<file path="src/hw/rtl/rhsc_pkg.sv">
// Package for the beacon-homing steering controller.
// Holds the shared constants, mode codes, register indexes and the controller/datapath structs.
// No dependencies.
package rhsc_pkg;

  localparam int DEFAULT_ANGLE_FRAC_BITS = 8;

  localparam int unsigned RATE_DIV    = 131000;
  localparam int unsigned RATE_HALF   = 65500;
  localparam int unsigned SEEK_MAX_MS = 9000;
  localparam int unsigned TURN_MAX_MS = 2500;
  localparam logic signed [15:0] RSSI_FLOOR = -16'sd32512;

  localparam int CFG_IDX_W = 3;

  typedef enum logic [CFG_IDX_W-1:0] {
    REG_GYRO_BIAS    = 3'd0,
    REG_RSSI_ALPHA   = 3'd1,
    REG_LOST_MS      = 3'd2,
    REG_TREND_THRESH = 3'd3,
    REG_TREND_LIMIT  = 3'd4,
    REG_FORWARD_PWM  = 3'd5,
    REG_TURN_PWM     = 3'd6,
    REG_YAW_DEADBAND = 3'd7
  } cfg_reg_t;

  localparam logic [1:0] MODE_FWD  = 2'd0;
  localparam logic [1:0] MODE_SEEK = 2'd1;
  localparam logic [1:0] MODE_TURN = 2'd2;

  typedef struct packed {
    logic cap;
    logic mul;
    logic prep;
    logic div_step;
    logic upd;
    logic dec;
  } dp_cmd_t;

  typedef struct packed {
    logic first_tick;
    logic div_last;
  } dp_status_t;

endpackage

</file>
<file path="src/hw/rtl/rhsc_ifs.sv">
// Channel interfaces for the steering controller: tick input, result output, configuration.
// No dependencies; the register index width is written out as three bits.
interface rhsc_tick_if;
  logic               valid;
  logic               ready;
  logic [31:0]        now_ms;
  logic signed [15:0] gyro_raw;
  logic signed [7:0]  rssi_sample;
  logic               beacon_seen;
  logic [31:0]        last_seen_ms;
  modport source (output valid, now_ms, gyro_raw, rssi_sample, beacon_seen, last_seen_ms,
                  input ready);
  modport sink (input valid, now_ms, gyro_raw, rssi_sample, beacon_seen, last_seen_ms,
                output ready);
endinterface

interface rhsc_result_if #(parameter int ANGLE_W = 17);
  logic               valid;
  logic               ready;
  logic [7:0]         left_pwm;
  logic [7:0]         right_pwm;
  logic [1:0]         drive_mode;
  logic [ANGLE_W-1:0] heading;
  logic signed [15:0] rssi_smoothed;
  modport source (output valid, left_pwm, right_pwm, drive_mode, heading, rssi_smoothed,
                  input ready);
  modport sink (input valid, left_pwm, right_pwm, drive_mode, heading, rssi_smoothed,
                output ready);
endinterface

interface rhsc_cfg_if;
  logic        valid;
  logic        ready;
  logic [2:0]  index;
  logic [15:0] data;
  modport source (output valid, index, data, input ready);
  modport sink (input valid, index, data, output ready);
endinterface

</file>
<file path="src/hw/rtl/rhsc_ctrl.sv">
// Sequencing state machine of the steering controller.
// Depends on rhsc_pkg for the command and status structs.
module rhsc_ctrl
  import rhsc_pkg::*;
(
  input  logic       clk,
  input  logic       rst,
  input  logic       in_valid,
  output logic       in_ready,
  output logic       out_valid,
  input  logic       out_ready,
  output dp_cmd_t    cmd,
  input  dp_status_t status
);

  typedef enum logic [5:0] {
    S_IDLE = 6'b000001,
    S_MUL  = 6'b000010,
    S_PREP = 6'b000100,
    S_DIV  = 6'b001000,
    S_UPD  = 6'b010000,
    S_DEC  = 6'b100000
  } state_t;

  state_t state, state_next;
  logic   out_valid_next;

  assign in_ready = (state == S_IDLE);

  always_comb begin
    state_next     = state;
    cmd            = '0;
    out_valid_next = out_valid && !out_ready;
    unique case (state)
      S_IDLE: begin
        if (in_valid) begin
          cmd.cap    = 1'b1;
          state_next = S_MUL;
        end
      end
      S_MUL: begin
        cmd.mul    = 1'b1;
        state_next = status.first_tick ? S_UPD : S_PREP;
      end
      S_PREP: begin
        cmd.prep   = 1'b1;
        state_next = S_DIV;
      end
      S_DIV: begin
        cmd.div_step = 1'b1;
        if (status.div_last) state_next = S_UPD;
      end
      S_UPD: begin
        cmd.upd    = 1'b1;
        state_next = S_DEC;
      end
      S_DEC: begin
        // The result register must be free before the decision overwrites it.
        if (!out_valid || out_ready) begin
          cmd.dec        = 1'b1;
          out_valid_next = 1'b1;
          state_next     = S_IDLE;
        end
      end
      default: state_next = S_IDLE;
    endcase
  end

  always_ff @(posedge clk) begin
    if (rst) begin
      state     <= S_IDLE;
      out_valid <= 1'b0;
    end else begin
      state     <= state_next;
      out_valid <= out_valid_next;
    end
  end

endmodule

</file>
<file path="src/hw/rtl/rhsc_datapath.sv">
// Datapath of the steering controller: registers, yaw integrator, reciprocal divider, filter,
// modes. Depends on rhsc_pkg for constants, mode codes and the command and status structs.
module rhsc_datapath
  import rhsc_pkg::*;
#(
  parameter int ANGLE_FRAC_BITS = DEFAULT_ANGLE_FRAC_BITS,
  parameter int AW = 9 + ANGLE_FRAC_BITS
) (
  input  logic               clk,
  input  logic               rst,
  input  dp_cmd_t            cmd,
  output dp_status_t         status,
  input  logic               cfg_we,
  input  logic [2:0]         cfg_index,
  input  logic [15:0]        cfg_data,
  input  logic [31:0]        now_ms,
  input  logic signed [15:0] gyro_raw,
  input  logic signed [7:0]  rssi_sample,
  input  logic               beacon_seen,
  input  logic [31:0]        last_seen_ms,
  output logic [7:0]         left_pwm,
  output logic [7:0]         right_pwm,
  output logic [1:0]         drive_mode,
  output logic [AW-1:0]      heading,
  output logic signed [15:0] rssi_smoothed
);

  localparam int PROD_W = 49;
  // A full turn is 45 << SH in the angle format.
  localparam int SH     = ANGLE_FRAC_BITS + 3;
  localparam int CNT_W  = 4;
  localparam logic [CNT_W-1:0] DIV_STEPS = 4'd12;
  localparam int CW     = (AW > 16) ? AW + 1 : 17;
  localparam logic [AW-1:0] FULL  = AW'(360 << ANGLE_FRAC_BITS);
  localparam logic [AW-1:0] HALF  = AW'(180 << ANGLE_FRAC_BITS);
  localparam logic [AW-1:0] STEP  = AW'(10 << ANGLE_FRAC_BITS);
  localparam logic [AW-1:0] SWEEP = AW'(220 << ANGLE_FRAC_BITS);
  // The rate divisor and rounding offset are divided by eight, as is the scaled product.
  localparam int unsigned QDIV  = RATE_DIV / 8;
  localparam int unsigned ZBIAS = RATE_HALF / 8;
  // ceil(2^44 / 16375), exact for 30-bit partial dividends.
  localparam logic [30:0] QRECIP = 31'd1074331973;
  // ceil(2^28 / 45), exact for 22-bit values.
  localparam logic [22:0] MRECIP = 23'd5965233;

  typedef enum logic [2:0] {
    PH_QUOT = 3'b001,
    PH_REM  = 3'b010,
    PH_FOLD = 3'b100
  } div_phase_t;

  // Configuration registers.
  logic signed [15:0] gyro_bias;
  logic [8:0]         rssi_alpha_q8;
  logic [15:0]        lost_ms;
  logic [11:0]        trend_thresh_q8;
  logic [7:0]         trend_limit, forward_pwm, turn_pwm;
  logic [15:0]        yaw_deadband;

  // Captured tick.
  logic [31:0]        now_r, last_seen_r;
  logic signed [15:0] gyro_r;
  logic signed [7:0]  sample_r;
  logic               seen_r;

  // Controller state.
  logic [AW-1:0]      yaw_angle, turn_target, seek_start_heading, seek_next_heading;
  logic [AW-1:0]      seek_best_heading;
  logic [31:0]        last_tick_ms, turn_start_ms, seek_start_ms;
  logic signed [15:0] rssi_filtered, seek_best_rssi;
  logic [7:0]         bad_trend_count;
  logic [1:0]         mode_reg;

  // Arithmetic work registers.
  logic [PROD_W-1:0]  prod;
  logic               rate_neg;
  logic signed [17:0] fprod_new;
  logic signed [25:0] fprod_old;
  logic [63:0]        zreg;
  logic [13:0]        rem;
  logic [15:0]        qd;
  logic [AW+15:0]     vreg;
  logic [15:0]        qx;
  logic [AW-1:0]      qmod;
  logic [CNT_W-1:0]   div_cnt;
  div_phase_t         div_phase;
  logic signed [16:0] trend;

  assign status.first_tick = (last_tick_ms == 32'd0);
  assign status.div_last   = (div_cnt == CNT_W'(1));

  always_ff @(posedge clk) begin
    if (rst) begin
      gyro_bias       <= 16'sd0;
      rssi_alpha_q8   <= 9'd31;
      lost_ms         <= 16'd1200;
      trend_thresh_q8 <= 12'd154;
      trend_limit     <= 8'd18;
      forward_pwm     <= 8'd160;
      turn_pwm        <= 8'd140;
      yaw_deadband    <= 16'd1536;
    end else if (cfg_we) begin
      unique case (cfg_reg_t'(cfg_index))
        REG_GYRO_BIAS:    gyro_bias       <= $signed(cfg_data);
        REG_RSSI_ALPHA:   rssi_alpha_q8   <= cfg_data[8:0];
        REG_LOST_MS:      lost_ms         <= cfg_data;
        REG_TREND_THRESH: trend_thresh_q8 <= cfg_data[11:0];
        REG_TREND_LIMIT:  trend_limit     <= cfg_data[7:0];
        REG_FORWARD_PWM:  forward_pwm     <= cfg_data[7:0];
        REG_TURN_PWM:     turn_pwm        <= cfg_data[7:0];
        REG_YAW_DEADBAND: yaw_deadband    <= cfg_data;
        default: ;
      endcase
    end
  end

  // Multiply stage operands.
  logic signed [16:0] rate;
  logic [16:0]        rate_mag;
  logic [31:0]        dt;
  logic [8:0]         alpha;
  assign rate     = 17'(gyro_r) - 17'(gyro_bias);
  assign rate_mag = rate[16] ? 17'(-rate) : rate;
  assign dt       = now_r - last_tick_ms;
  assign alpha    = (rssi_alpha_q8 > 9'd256) ? 9'd256 : rssi_alpha_q8;

  // Long division by 16375 in 16-bit digits. Each digit takes three steps: a reciprocal
  // multiply for the quotient digit, the remainder update, and a fold of the digit into
  // the quotient modulo a full turn (a reciprocal multiply by 1/45 above the low SH bits).
  logic [29:0]    tnum;
  logic [60:0]    qd_prod;
  logic [29:0]    rem_full;
  logic [AW+15:0] vnow;
  logic [21:0]    xnow;
  logic [44:0]    qx_prod;
  logic [21:0]    xv;
  logic [21:0]    rfold;
  assign tnum     = {rem, zreg[63:48]};
  assign qd_prod  = 61'(tnum) * 61'(QRECIP);
  assign rem_full = tnum - 30'(qd) * 30'(QDIV);
  assign vnow     = {qmod, qd};
  assign xnow     = vnow[AW+15:SH];
  assign qx_prod  = 45'(xnow) * 45'(MRECIP);
  assign xv       = vreg[AW+15:SH];
  assign rfold    = xv - 22'(qx) * 22'd45;

  // Filter sum and yaw update.
  logic signed [27:0] fsum;
  logic signed [15:0] filt_new;
  logic [AW:0]        yaw_sum;
  logic [AW-1:0]      yaw_new;
  assign fsum     = (28'(fprod_new) <<< 8) + 28'(fprod_old) + 28'sd128;
  assign filt_new = fsum[23:8];
  assign yaw_sum  = rate_neg ? ({1'b0, yaw_angle} - {1'b0, qmod})
                             : ({1'b0, yaw_angle} + {1'b0, qmod});
  always_comb begin
    if (rate_neg) yaw_new = yaw_sum[AW] ? AW'(yaw_sum + {1'b0, FULL}) : yaw_sum[AW-1:0];
    else yaw_new = (yaw_sum >= {1'b0, FULL}) ? AW'(yaw_sum - {1'b0, FULL})
                                              : yaw_sum[AW-1:0];
  end

  // Mode decision.
  logic          lost;
  logic [7:0]    turn_third;
  logic [16:0]   third_prod;
  logic [AW:0]   prog_raw, next_raw;
  logic [AW-1:0] prog, next_rel, next_adv;
  logic [AW:0]   next_sum;
  logic signed [AW+1:0] diff0, diff;
  logic [AW:0]   adiff;
  logic signed [17:0] trend_cmp;
  logic [7:0]    cnt1;

  assign lost       = !seen_r || ((now_r - last_seen_r) > {16'd0, lost_ms});
  assign third_prod = 17'(turn_pwm) * 17'd171;
  assign turn_third = third_prod[16:9];
  assign prog_raw   = {1'b0, yaw_angle} - {1'b0, seek_start_heading};
  assign prog       = prog_raw[AW] ? AW'(prog_raw + {1'b0, FULL}) : prog_raw[AW-1:0];
  assign next_raw   = {1'b0, seek_next_heading} - {1'b0, seek_start_heading};
  assign next_rel   = next_raw[AW] ? AW'(next_raw + {1'b0, FULL}) : next_raw[AW-1:0];
  assign next_sum   = {1'b0, seek_next_heading} + {1'b0, STEP};
  assign next_adv   = (next_sum >= {1'b0, FULL}) ? AW'(next_sum - {1'b0, FULL})
                                                  : next_sum[AW-1:0];
  assign diff0      = $signed({2'b00, turn_target}) - $signed({2'b00, yaw_angle});
  always_comb begin
    diff = diff0;
    if (diff0 > $signed({2'b00, HALF})) diff = diff0 - $signed({2'b00, FULL});
    else if (diff0 < -$signed({2'b00, HALF})) diff = diff0 + $signed({2'b00, FULL});
  end
  assign adiff     = diff[AW+1] ? (AW+1)'(-diff) : diff[AW:0];
  assign trend_cmp = 18'(trend) + $signed({6'd0, trend_thresh_q8});
  always_comb begin
    cnt1 = bad_trend_count;
    if (trend_cmp < 0) begin
      if (bad_trend_count != 8'd255) cnt1 = bad_trend_count + 8'd1;
    end else if (bad_trend_count != 8'd0) begin
      cnt1 = bad_trend_count - 8'd1;
    end
  end

  always_ff @(posedge clk) begin
    if (rst) begin
      yaw_angle          <= '0;
      last_tick_ms       <= '0;
      rssi_filtered      <= RSSI_FLOOR;
      bad_trend_count    <= '0;
      mode_reg           <= MODE_SEEK;
      turn_target        <= '0;
      turn_start_ms      <= '0;
      seek_start_heading <= '0;
      seek_next_heading  <= '0;
      seek_start_ms      <= '0;
      seek_best_heading  <= '0;
      seek_best_rssi     <= RSSI_FLOOR;
      div_cnt            <= '0;
      div_phase          <= PH_QUOT;
    end else begin
      if (cmd.cap) begin
        now_r       <= now_ms;
        gyro_r      <= gyro_raw;
        sample_r    <= rssi_sample;
        seen_r      <= beacon_seen;
        last_seen_r <= last_seen_ms;
      end
      if (cmd.mul) begin
        prod      <= PROD_W'(rate_mag) * PROD_W'(dt);
        rate_neg  <= rate[16];
        fprod_new <= $signed({1'b0, alpha}) * sample_r;
        fprod_old <= $signed({1'b0, 9'd256 - alpha}) * rssi_filtered;
      end
      if (cmd.prep) begin
        zreg      <= (64'(prod) << (ANGLE_FRAC_BITS - 3)) + 64'(ZBIAS);
        rem       <= '0;
        qmod      <= '0;
        div_cnt   <= DIV_STEPS;
        div_phase <= PH_QUOT;
      end
      if (cmd.div_step) begin
        unique case (div_phase)
          PH_QUOT: begin
            qd        <= qd_prod[59:44];
            div_phase <= PH_REM;
          end
          PH_REM: begin
            rem       <= rem_full[13:0];
            zreg      <= zreg << 16;
            vreg      <= vnow;
            qx        <= qx_prod[43:28];
            div_phase <= PH_FOLD;
          end
          PH_FOLD: begin
            qmod      <= {rfold[5:0], vreg[SH-1:0]};
            div_phase <= PH_QUOT;
          end
          default: div_phase <= PH_QUOT;
        endcase
        div_cnt <= div_cnt - CNT_W'(1);
      end
      if (cmd.upd) begin
        if (!status.first_tick) yaw_angle <= yaw_new;
        last_tick_ms  <= now_r;
        rssi_filtered <= filt_new;
        trend         <= 17'(filt_new) - 17'(rssi_filtered);
      end
      if (cmd.dec) begin
        left_pwm  <= 8'd0;
        right_pwm <= 8'd0;
        drive_mode <= mode_reg;
        case (mode_reg)
          MODE_FWD: begin
            if (lost) begin
              seek_start_ms <= now_r;  seek_start_heading <= yaw_angle;
              seek_next_heading <= yaw_angle;  seek_best_heading <= yaw_angle;
              seek_best_rssi <= RSSI_FLOOR;  mode_reg <= MODE_SEEK;
              drive_mode <= MODE_SEEK;
            end else if (cnt1 >= trend_limit) begin
              bad_trend_count <= 8'd0;
              seek_start_ms <= now_r;  seek_start_heading <= yaw_angle;
              seek_next_heading <= yaw_angle;  seek_best_heading <= yaw_angle;
              seek_best_rssi <= RSSI_FLOOR;  mode_reg <= MODE_SEEK;
              drive_mode <= MODE_SEEK;
            end else begin
              bad_trend_count <= cnt1;
              left_pwm  <= forward_pwm;
              right_pwm <= forward_pwm;
            end
          end
          MODE_SEEK: begin
            if ((now_r - seek_start_ms) > SEEK_MAX_MS) begin
              turn_target <= seek_best_heading;  turn_start_ms <= now_r;
              mode_reg <= MODE_TURN;  drive_mode <= MODE_TURN;
            end else if (lost) begin
              left_pwm  <= turn_third;
              right_pwm <= turn_pwm;
            end else begin : seek_sample
              logic [AW-1:0] best_h;
              logic take;
              take   = (prog >= next_rel) && (rssi_filtered > seek_best_rssi);
              best_h = take ? yaw_angle : seek_best_heading;
              if (prog >= next_rel) seek_next_heading <= next_adv;
              if (take) begin
                seek_best_rssi    <= rssi_filtered;
                seek_best_heading <= yaw_angle;
              end
              if (prog >= SWEEP) begin
                turn_target <= best_h;  turn_start_ms <= now_r;
                mode_reg <= MODE_TURN;  drive_mode <= MODE_TURN;
              end else begin
                left_pwm  <= turn_third;
                right_pwm <= turn_pwm;
              end
            end
          end
          default: begin
            if (((now_r - turn_start_ms) > TURN_MAX_MS) ||
                (CW'(adiff) <= CW'(yaw_deadband))) begin
              mode_reg <= MODE_FWD;  drive_mode <= MODE_FWD;
            end else if (diff > 0) begin
              left_pwm  <= turn_third;
              right_pwm <= turn_pwm;
            end else begin
              left_pwm  <= turn_pwm;
              right_pwm <= turn_third;
            end
          end
        endcase
        heading       <= yaw_angle;
        rssi_smoothed <= rssi_filtered;
      end
    end
  end

endmodule

</file>
<file path="src/hw/rtl/rssi_homing_steer_controller_unit.sv">
// Top level of the beacon-homing steering controller.
// Depends on rhsc_pkg, the channel interfaces, rhsc_ctrl and rhsc_datapath.
//
// One transaction on the tick channel carries one control tick: the time, the gyro z
// sample, the latest beacon strength and the sighting status. For every tick the block
// returns exactly one transaction on the result channel with both motor duties, the mode
// after the tick, the wrapped heading and the filtered strength.
// An accepted tick passes the multiply, divider set-up, divider, update and decision
// steps; the very first tick after reset, which only records time, skips the divider.
// The divider scales the yaw step by 1/131000: four 16-bit quotient digits of three
// steps each, using reciprocal multiplies. One tick is worked on at a time; the next
// tick is accepted once the previous result is in the output register.
// If the receiver stalls, the finished result is held, and a later tick runs up to its
// decision step and waits there until the held result is taken.
// The configuration channel is always ready and writes one register per transaction; it
// should be used only while no tick is in flight.
// Reset (synchronous, active high) restores all register defaults, clears the yaw and
// timers, sets the filter to -127 dBm and starts in seek mode with no result pending.
module rssi_homing_steer_controller_unit
  import rhsc_pkg::*;
#(
  parameter int ANGLE_FRAC_BITS = DEFAULT_ANGLE_FRAC_BITS
) (
  input logic         clk,
  input logic         rst,
  rhsc_tick_if.sink   tick,
  rhsc_result_if.source result,
  rhsc_cfg_if.sink    cfg
);

  localparam int AW = 9 + ANGLE_FRAC_BITS;

  dp_cmd_t    cmd;
  dp_status_t status;

  // Register writes complete in the same cycle they are offered.
  assign cfg.ready = 1'b1;

  rhsc_ctrl u_ctrl (
    .clk       (clk),
    .rst       (rst),
    .in_valid  (tick.valid),
    .in_ready  (tick.ready),
    .out_valid (result.valid),
    .out_ready (result.ready),
    .cmd       (cmd),
    .status    (status)
  );

  rhsc_datapath #(
    .ANGLE_FRAC_BITS (ANGLE_FRAC_BITS),
    .AW              (AW)
  ) u_dp (
    .clk           (clk),
    .rst           (rst),
    .cmd           (cmd),
    .status        (status),
    .cfg_we        (cfg.valid),
    .cfg_index     (cfg.index),
    .cfg_data      (cfg.data),
    .now_ms        (tick.now_ms),
    .gyro_raw      (tick.gyro_raw),
    .rssi_sample   (tick.rssi_sample),
    .beacon_seen   (tick.beacon_seen),
    .last_seen_ms  (tick.last_seen_ms),
    .left_pwm      (result.left_pwm),
    .right_pwm     (result.right_pwm),
    .drive_mode    (result.drive_mode),
    .heading       (result.heading),
    .rssi_smoothed (result.rssi_smoothed)
  );

endmodule

</file>
<file path="src/flat_wrapper.sv">
// flat-port wrapper written by rule: the top's interface ports become plain ports
module rssi_homing_steer_controller_unit_flat import rhsc_pkg::*;
#(
  parameter int ANGLE_FRAC_BITS = DEFAULT_ANGLE_FRAC_BITS
)
  (clk, rst, tick_valid, tick_now_ms, tick_gyro_raw, tick_rssi_sample, tick_beacon_seen, tick_last_seen_ms, tick_ready, result_valid, result_left_pwm, result_right_pwm, result_drive_mode, result_heading, result_rssi_smoothed, result_ready, cfg_valid, cfg_index, cfg_data, cfg_ready);
  rhsc_tick_if tick_i ();
  rhsc_result_if #(.ANGLE_W(17)) result_i ();
  rhsc_cfg_if cfg_i ();
  input logic clk;
  input logic rst;
  input wire logic [$bits(tick_i.valid)-1:0] tick_valid;
  input wire logic [$bits(tick_i.now_ms)-1:0] tick_now_ms;
  input wire logic [$bits(tick_i.gyro_raw)-1:0] tick_gyro_raw;
  input wire logic [$bits(tick_i.rssi_sample)-1:0] tick_rssi_sample;
  input wire logic [$bits(tick_i.beacon_seen)-1:0] tick_beacon_seen;
  input wire logic [$bits(tick_i.last_seen_ms)-1:0] tick_last_seen_ms;
  output wire logic [$bits(tick_i.ready)-1:0] tick_ready;
  output wire logic [$bits(result_i.valid)-1:0] result_valid;
  output wire logic [$bits(result_i.left_pwm)-1:0] result_left_pwm;
  output wire logic [$bits(result_i.right_pwm)-1:0] result_right_pwm;
  output wire logic [$bits(result_i.drive_mode)-1:0] result_drive_mode;
  output wire logic [$bits(result_i.heading)-1:0] result_heading;
  output wire logic [$bits(result_i.rssi_smoothed)-1:0] result_rssi_smoothed;
  input wire logic [$bits(result_i.ready)-1:0] result_ready;
  input wire logic [$bits(cfg_i.valid)-1:0] cfg_valid;
  input wire logic [$bits(cfg_i.index)-1:0] cfg_index;
  input wire logic [$bits(cfg_i.data)-1:0] cfg_data;
  output wire logic [$bits(cfg_i.ready)-1:0] cfg_ready;
  assign tick_i.valid = tick_valid;
  assign tick_i.now_ms = tick_now_ms;
  assign tick_i.gyro_raw = tick_gyro_raw;
  assign tick_i.rssi_sample = tick_rssi_sample;
  assign tick_i.beacon_seen = tick_beacon_seen;
  assign tick_i.last_seen_ms = tick_last_seen_ms;
  assign tick_ready = tick_i.ready;
  assign result_valid = result_i.valid;
  assign result_left_pwm = result_i.left_pwm;
  assign result_right_pwm = result_i.right_pwm;
  assign result_drive_mode = result_i.drive_mode;
  assign result_heading = result_i.heading;
  assign result_rssi_smoothed = result_i.rssi_smoothed;
  assign result_i.ready = result_ready;
  assign cfg_i.valid = cfg_valid;
  assign cfg_i.index = cfg_index;
  assign cfg_i.data = cfg_data;
  assign cfg_ready = cfg_i.ready;
  rssi_homing_steer_controller_unit #(.ANGLE_FRAC_BITS(ANGLE_FRAC_BITS)) u_core (.clk(clk), .rst(rst), .tick(tick_i), .result(result_i), .cfg(cfg_i));
endmodule
</file>
<file path="config.mk">
export PLATFORM = sky130hd
export DESIGN_NAME = rssi_homing_steer_controller_unit_flat
export DESIGN_NICKNAME = d
export VERILOG_FILES = /design/src/hw/rtl/rhsc_pkg.sv /design/src/hw/rtl/rhsc_ifs.sv /design/src/hw/rtl/rhsc_ctrl.sv /design/src/hw/rtl/rhsc_datapath.sv /design/src/hw/rtl/rssi_homing_steer_controller_unit.sv /design/src/flat_wrapper.sv
export SDC_FILE = /design/constraint.sdc
export NUM_CORES = 2
export LEC_CHECK = 0
export BUFFER_PORTS_ARGS = -buffer_cell sky130_fd_sc_hd__clkbuf_2
export CAP_MARGIN = 10
export CELL_PAD_IN_SITES_DETAIL_PLACEMENT = 1
export CELL_PAD_IN_SITES_GLOBAL_PLACEMENT = 2
export CORE_ASPECT_RATIO = 0.8
export CORE_MARGIN = 5
export CORE_UTILIZATION = 42
export CTS_CLUSTER_DIAMETER = 30
export DETAILED_ROUTE_END_ITERATION = 6
export MAX_ROUTING_LAYER = met4
export PLACE_DENSITY = 0.85
export REMOVE_ABC_BUFFERS = 1
export SLEW_MARGIN = 10
export SYNTH_ARGS = -nofsm -noshare
export SYNTH_HDL_FRONTEND = slang
export SYNTH_SLANG_ARGS = --single-unit
</file>
<file path="constraint.sdc">
create_clock -name clk -period 13.8 [get_ports clk]
set_clock_uncertainty 0.2 [all_clocks]
set_input_delay 2.76 -clock clk [delete_from_list [all_inputs] [get_ports clk]]
set_output_delay 2.76 -clock clk [all_outputs]
set_load 0.1 [all_outputs]
</file>
## Yosys cells after proc, flatten, opt, wreduce, memory -nomap -nowiden

Cells that the tools add are included.

| storage, ports and cells | value |
|---|---|
| register bits after elaboration | 721 |
| latch bits | 0 |
| RAM bits | 0 |
| bits in read-only memories | 0 |
| input bits | 113 |
| word-level logic and storage cells | 258 |
| memories | 0 |

| operators by class | value |
|---|---|
| add/sub/neg operators | 31 |
| multiply operators | 8 |
| divide/modulo/power cells | 0 |
| order comparisons | 15 |
| equal/unequal tests | 28 |
| shift-type cells | 0 |
| mux-type cells | 90 |
| bitwise logic cells | 3 |
| reductions and logical operators | 38 |

Operators by type and width:

| operator | number |
|---|---|
| $mux W17 | 21 |
| $mux W64 | 3 |
| $mux W32 | 5 |
| $sub A32 B32 Y32 | 4 |
| $mux W8 | 13 |
| $mux W16 | 5 |
| $sub A17 B17 Y18 | 4 |
| $pmux W17 S2 | 2 |
| $mul A30 B31 Y60 const B | 1 |
| $add A54 B13 Y55 const B | 1 |
| $add A17 B17 Y17 const B | 3 |
| $mul A17 B32 Y49 | 1 |
| $mul A22 B23 Y44 const B | 1 |
| $mux W14 | 3 |
| $mux W19 | 2 |
| $ge A18 B17 Y1 const B | 2 |
| $mux W18 | 2 |
| $pmux W6 S6 | 1 |
| $sub A16 B16 Y17 | 2 |
| $sub A17 B17 Y17 const B | 2 |
| $gt A32 B12 Y1 const B | 1 |
| $gt A32 B14 Y1 const B | 1 |
| $gt A32 B16 Y1 | 1 |
| $logic_not A32 Y1 | 1 |
| other kinds (70) | 131 |

## Logic depth before layout (Yosys ltp)

| depth | value |
|---|---|
| word-level depth | 10 |
| depth in mapped cells | 44 |
| mapped depth without buffers | 43 |

## Modules after synthesis

From an unflattened synthesis, not the netlist that was laid out.

| unflattened totals | value |
|---|---|
| cells, all modules | 9197 |
| area, all modules | 84135.7 µm² |

By module, submodules not included:

| module | instances | cells each | area an instance (µm²) | sequential area each (µm²) |
|---|---|---|---|---|
| rhsc_datapath | 1 | 9153 | 83715.3 | 17697.0 |
| rhsc_ctrl | 1 | 42 | 409.1 | 140.1 |
| rssi_homing_steer_controller_unit | 1 | 2 | 11.3 | 0.0 |

## Worst setup path before layout

OpenSTA, ideal clock, no wires.

| path | value |
|---|---|
| path type | register -> register |
| from | register u_core.u_dp.now_r[0] |
| to | register u_core.u_dp.prod[48] (data pin) |
| library setup time | 0.261 ns |
| arrival | 9.720 ns |
| data required time | 13.339 ns |
| path slack | 3.619 ns |
| cell stages (with the launch flop) | 39 |
| period minus slack after synthesis | 10.181 ns |
| path through | edfxtp_1 > inv_1 > ha_1 > inv_1 > fa_1 > a21o_1 > a21oi_1 > o21bai_1 > a21oi_1 > o21ai_0 > a221oi_1 > o211ai_1 > a21oi_1 > o21bai_1 > a21oi_1 > xnor2_1 > clkbuf_1 > nand2_1 > [... 3 more ...] > fa_1 > fa_1 > fa_1 > inv_1 > fa_1 > inv_1 > ha_1 > and4_1 > a21oi_1 > nand2_1 > a31oi_1 > o21ai_1 > a221o_1 > a311o_1 > a211o_1 > a211oi_1 > or4_1 > nand3_1 |

| on the way | value |
|---|---|
| longest elaborated chain between the ends | 2 |

RTL lines:

| item | RTL line | RTL |
|---|---|---|
| start: declaration | rhsc_datapath.sv:61 | `logic [31:0] now_r, last_seen_r;` |
| start signal: assignment | rhsc_datapath.sv:219 | `now_r <= now_ms;` |
| $sub A32 B32 Y32 | rhsc_datapath.sv:124 | `assign dt = now_r - last_tick_ms;` |
| $mul A17 B32 Y49 | rhsc_datapath.sv:226 | `prod <= PROD_W'(rate_mag) * PROD_W'(dt);` |
| end signal: assignment | rhsc_datapath.sv:226 |  |
| end: declaration | rhsc_datapath.sv:75 | `logic [PROD_W-1:0] prod;` |

No other way between the ends.
A chain may end at the register's enable or synchronous reset.

## Final worst setup path

| path | value |
|---|---|
| from | register u_core.u_dp.gyro_r[0] |
| to | register u_core.u_dp.prod[44] (data pin) |

| on the way | value |
|---|---|
| longest elaborated chain between the ends | 4 |

RTL lines:

| item | RTL line | RTL |
|---|---|---|
| start: declaration | rhsc_datapath.sv:62 | `logic signed [15:0] gyro_r;` |
| start signal: assignment | rhsc_datapath.sv:220 | `gyro_r <= gyro_raw;` |
| $sub A16 B16 Y17 (*) | rhsc_datapath.sv:122 | `assign rate = 17'(gyro_r) - 17'(gyro_bias);` |
| $neg A17 Y17 | rhsc_datapath.sv:123 | `assign rate_mag = rate[16] ? 17'(-rate) : rate;` |
| $mux W17 (*) | rhsc_datapath.sv:123 |  |
| $mul A17 B32 Y49 (*) | rhsc_datapath.sv:226 |  |

Mark *: on every way between the ends. The rest lies on a longest branch, timed or not.

==> flow_summary.toml <==
[outcome]
run_status = "finished, final reports clean"

[critical_path]
setup.worst_path.class = "register to register"
critPathLaunchType = "register"
worst_path_largest_cell_delay_ps = 680
critical_path.slowest_cell = "a211oi_1"
setup.worst_path.end_class = "register"
arrival_ps = 12350
reg2regPathDepth = 42
timing.critical_path.required_ps = 14120
worst-path-max-fanout = 32

[synthesis]
netlist.top_cell.by_area = "fa_1"
synth_seq_cells = 704
synth_common_cells = "inv_1, ha_1, nand2_1"
postSynth.asyncResetShare = 0
ys_seq_area_frac = 0.212
syn_area_per_cell_sq_um = 8.98
synth.most_common_cell = "inv_1"
synthCells = 9367
synth_top_area_frac = 0.217
synth_edf_count = 374
ys_types = 97
synth.cell_area_sq_um = 84100
ys_top_cells_by_area = "fa_1, ha_1, edfxtp_1, dfxtp_1, inv_1"
postSynth.topFlopCell = "edfxtp_1"
ys.warnings.count = 0

[route]
route.final.wire_length_mm = 268
drtAntennaViolNets = 0
detail_route.drc_violations = 0
detailroute.via_count = 67400
drt-wirelength-per-cell_um = 21.6
drt-initial-drc-count = 4072
vias_per_cell = 5.44
first_pass_iters = 7

[die]
die_w_um = 510
die_h_um = 410
initial_core_utilization = 0.421
ios = 167
row_cnt = 147
core_area_sq_um = 200000
die_area_sq_um = 209000

[sta]
report.final.setup_viol = 0
setup_total_negative_slack_ps = 0
min_period_over_period = 0.872
final.min_clock_period_ps = 12040
grt_setup_unrepaired = "no"
hold_violations = 0
worst_pin_slew_ps = 1390
slew_violations = 0
hold_slack_ps = 251
worst_slack_ps = 1760
fmaxAchievable_mhz = 83.1
max-slew-margin-rel = 0.0665

[place]
post-place-ws_ps = 2000
gp_congestion = 0.903
io_buffer_count = 165
estimated_wirelength_of_the_detail_placed_design_mm = 209

[final_layout]
num-nets-final = 11700
biggestRegsByFlops = "u_core.u_dp.zreg: 64 flops, u_core.u_dp.prod: 49 flops"
largest_register_ffs = 64
largest-register = "u_core.u_dp.zreg"
fillerInstances = 23000
area_growth_syn_to_fin_pct = 13.2
post_route_cells_drive_above_1_share = 0.0779

[clock_tree]
clk_pin_slew_worst_paths_ps = 50
cts.path.max_buffers = 3
clock-root-buffer = "clkbuf_16"
clock_tree_from_tritoncts = "done"
clock_insertion_delay_worst_skew_ps = 820
post-cts-setup-buffer-count = 0
clock_tree.htree_level_count = 4
post_cts_hold_buffer_count = 0
numCtsBuffers = 185
cts_resized = 0
total_clock_sinks = 704

[min_path]
worst_hold_path_type = "register to register"
hold_path_depth = 2

[global_route]
vias_in_the_first_global_route = 73100
grt_start_max_net_pins = 175
grt_use_total = 0.262
grt_pass1_wl_mm = 419
antenna_found_initial = 12
grt-ovfl-total = 0

[job]
max_cap_violations = 0
logic make-up (layout without fill, tap and decap cells):
group / Yosys count / in the layout / share of synthesized area
buffers and inverters: 1984 / 2327 / 0.0893
AND/OR/NAND/NOR: 2657 / 2657 / 0.148
AO/OA/AOI/OAI: 1469 / 1469 / 0.113
XOR/XNOR: 436 / 436 / 0.0455
flip-flops: 704 / 704 / 0.212
multiplexers: 112 / 112 / 0.0134
adder cells (fa/ha/maj): 2004 / 2004 / 0.379
other: 1 / 10 / 0.0000446
layout make-up:
class                   instances  area (sq um)  area share
diodes                          9          22.5    0.000237
clock buffers                 224          5020      0.0527
clock inverters               126          1790      0.0188
inverters                    1680          6310      0.0663
multi-input cells            6679         59000       0.620
flip-flops and latches        704         17800       0.187
well taps                    2682          3360      0.0352
repair buffers                297          1840      0.0193
critical path: cells and delay by family (launching register included):
kind	cells	cell delay, ps
AOI/OAI and AO/OA	18	4950
and+or+nand+nor	6	1030
xor gates and xnor gates	1	120
DFF	1	320
buffers and inverters	8	1150
adders and majority gates	9	3940
routing by layer:
metal	share of wire	GRT usage	vias to the layer above	wire length, um
li1	-	-	31100	-
met1	0.47	0.360	34400	125000
met2	0.45	0.405	1554	121000
met3	0.054	0.0396	383	14400
met4	0.026	0.0680	0	7050
met5	0	-	-	0
worst paths after layout:
| path | to | slack, ps | start |
|---|---|---|---|
| setup / recovery | u_core.u_dp.prod[44] | 1760 | u_core.u_dp.gyro_r[0] |
| hold / removal | u_core.u_dp.seek_start_ms[9] | 250 | u_core.u_dp.seek_start_ms[9] |
| setup reg to reg | u_core.u_dp.prod[44] | 1760 | u_core.u_dp.gyro_r[0] |
| hold reg to reg | u_core.u_dp.seek_start_ms[9] | 250 | u_core.u_dp.seek_start_ms[9] |
placed cells by master, fill, tap and decap left out, types with 26 or more instances in the layout:
cell type and count:
o21a_1 67, clkbuf_2 164, xor2_1 142, nor3_1 122
nand2b_1 135, a21o_1 129, mux2i_1 104, and3_1 61
a21oi_1 515, xnor2_1 270, nor2b_1 129, edfxtp_1 374
or3_1 39, fa_1 912, clkbuf_16 189, bufinv_16 33
a31oi_1 44, nor2_1 529, and2_1 191, buf_4 131
a211oi_1 52, inv_1 1678, dfxtp_1 330, nor4_1 34
o21ai_0 254, ha_1 1092, o21bai_1 35, o211ai_1 52
clkinv_2 26, or2_2 28, nand3_1 154, a31o_2 32
nand2_1 1084, nand4_1 57
through the flow:
stage               cells  utilization  instance area [sq um]
CTS                 12400        0.476                  95200
floorplan            9063            -                  82900
detailed placement  12000        0.442                  88400
finish              12400        0.476                  95200
global placement    12000        0.442                  88400
global route        12400        0.476                  95200
Power is not shown: default switching activity piles up to over one toggle a cycle in this logic, so the estimate is an artifact.
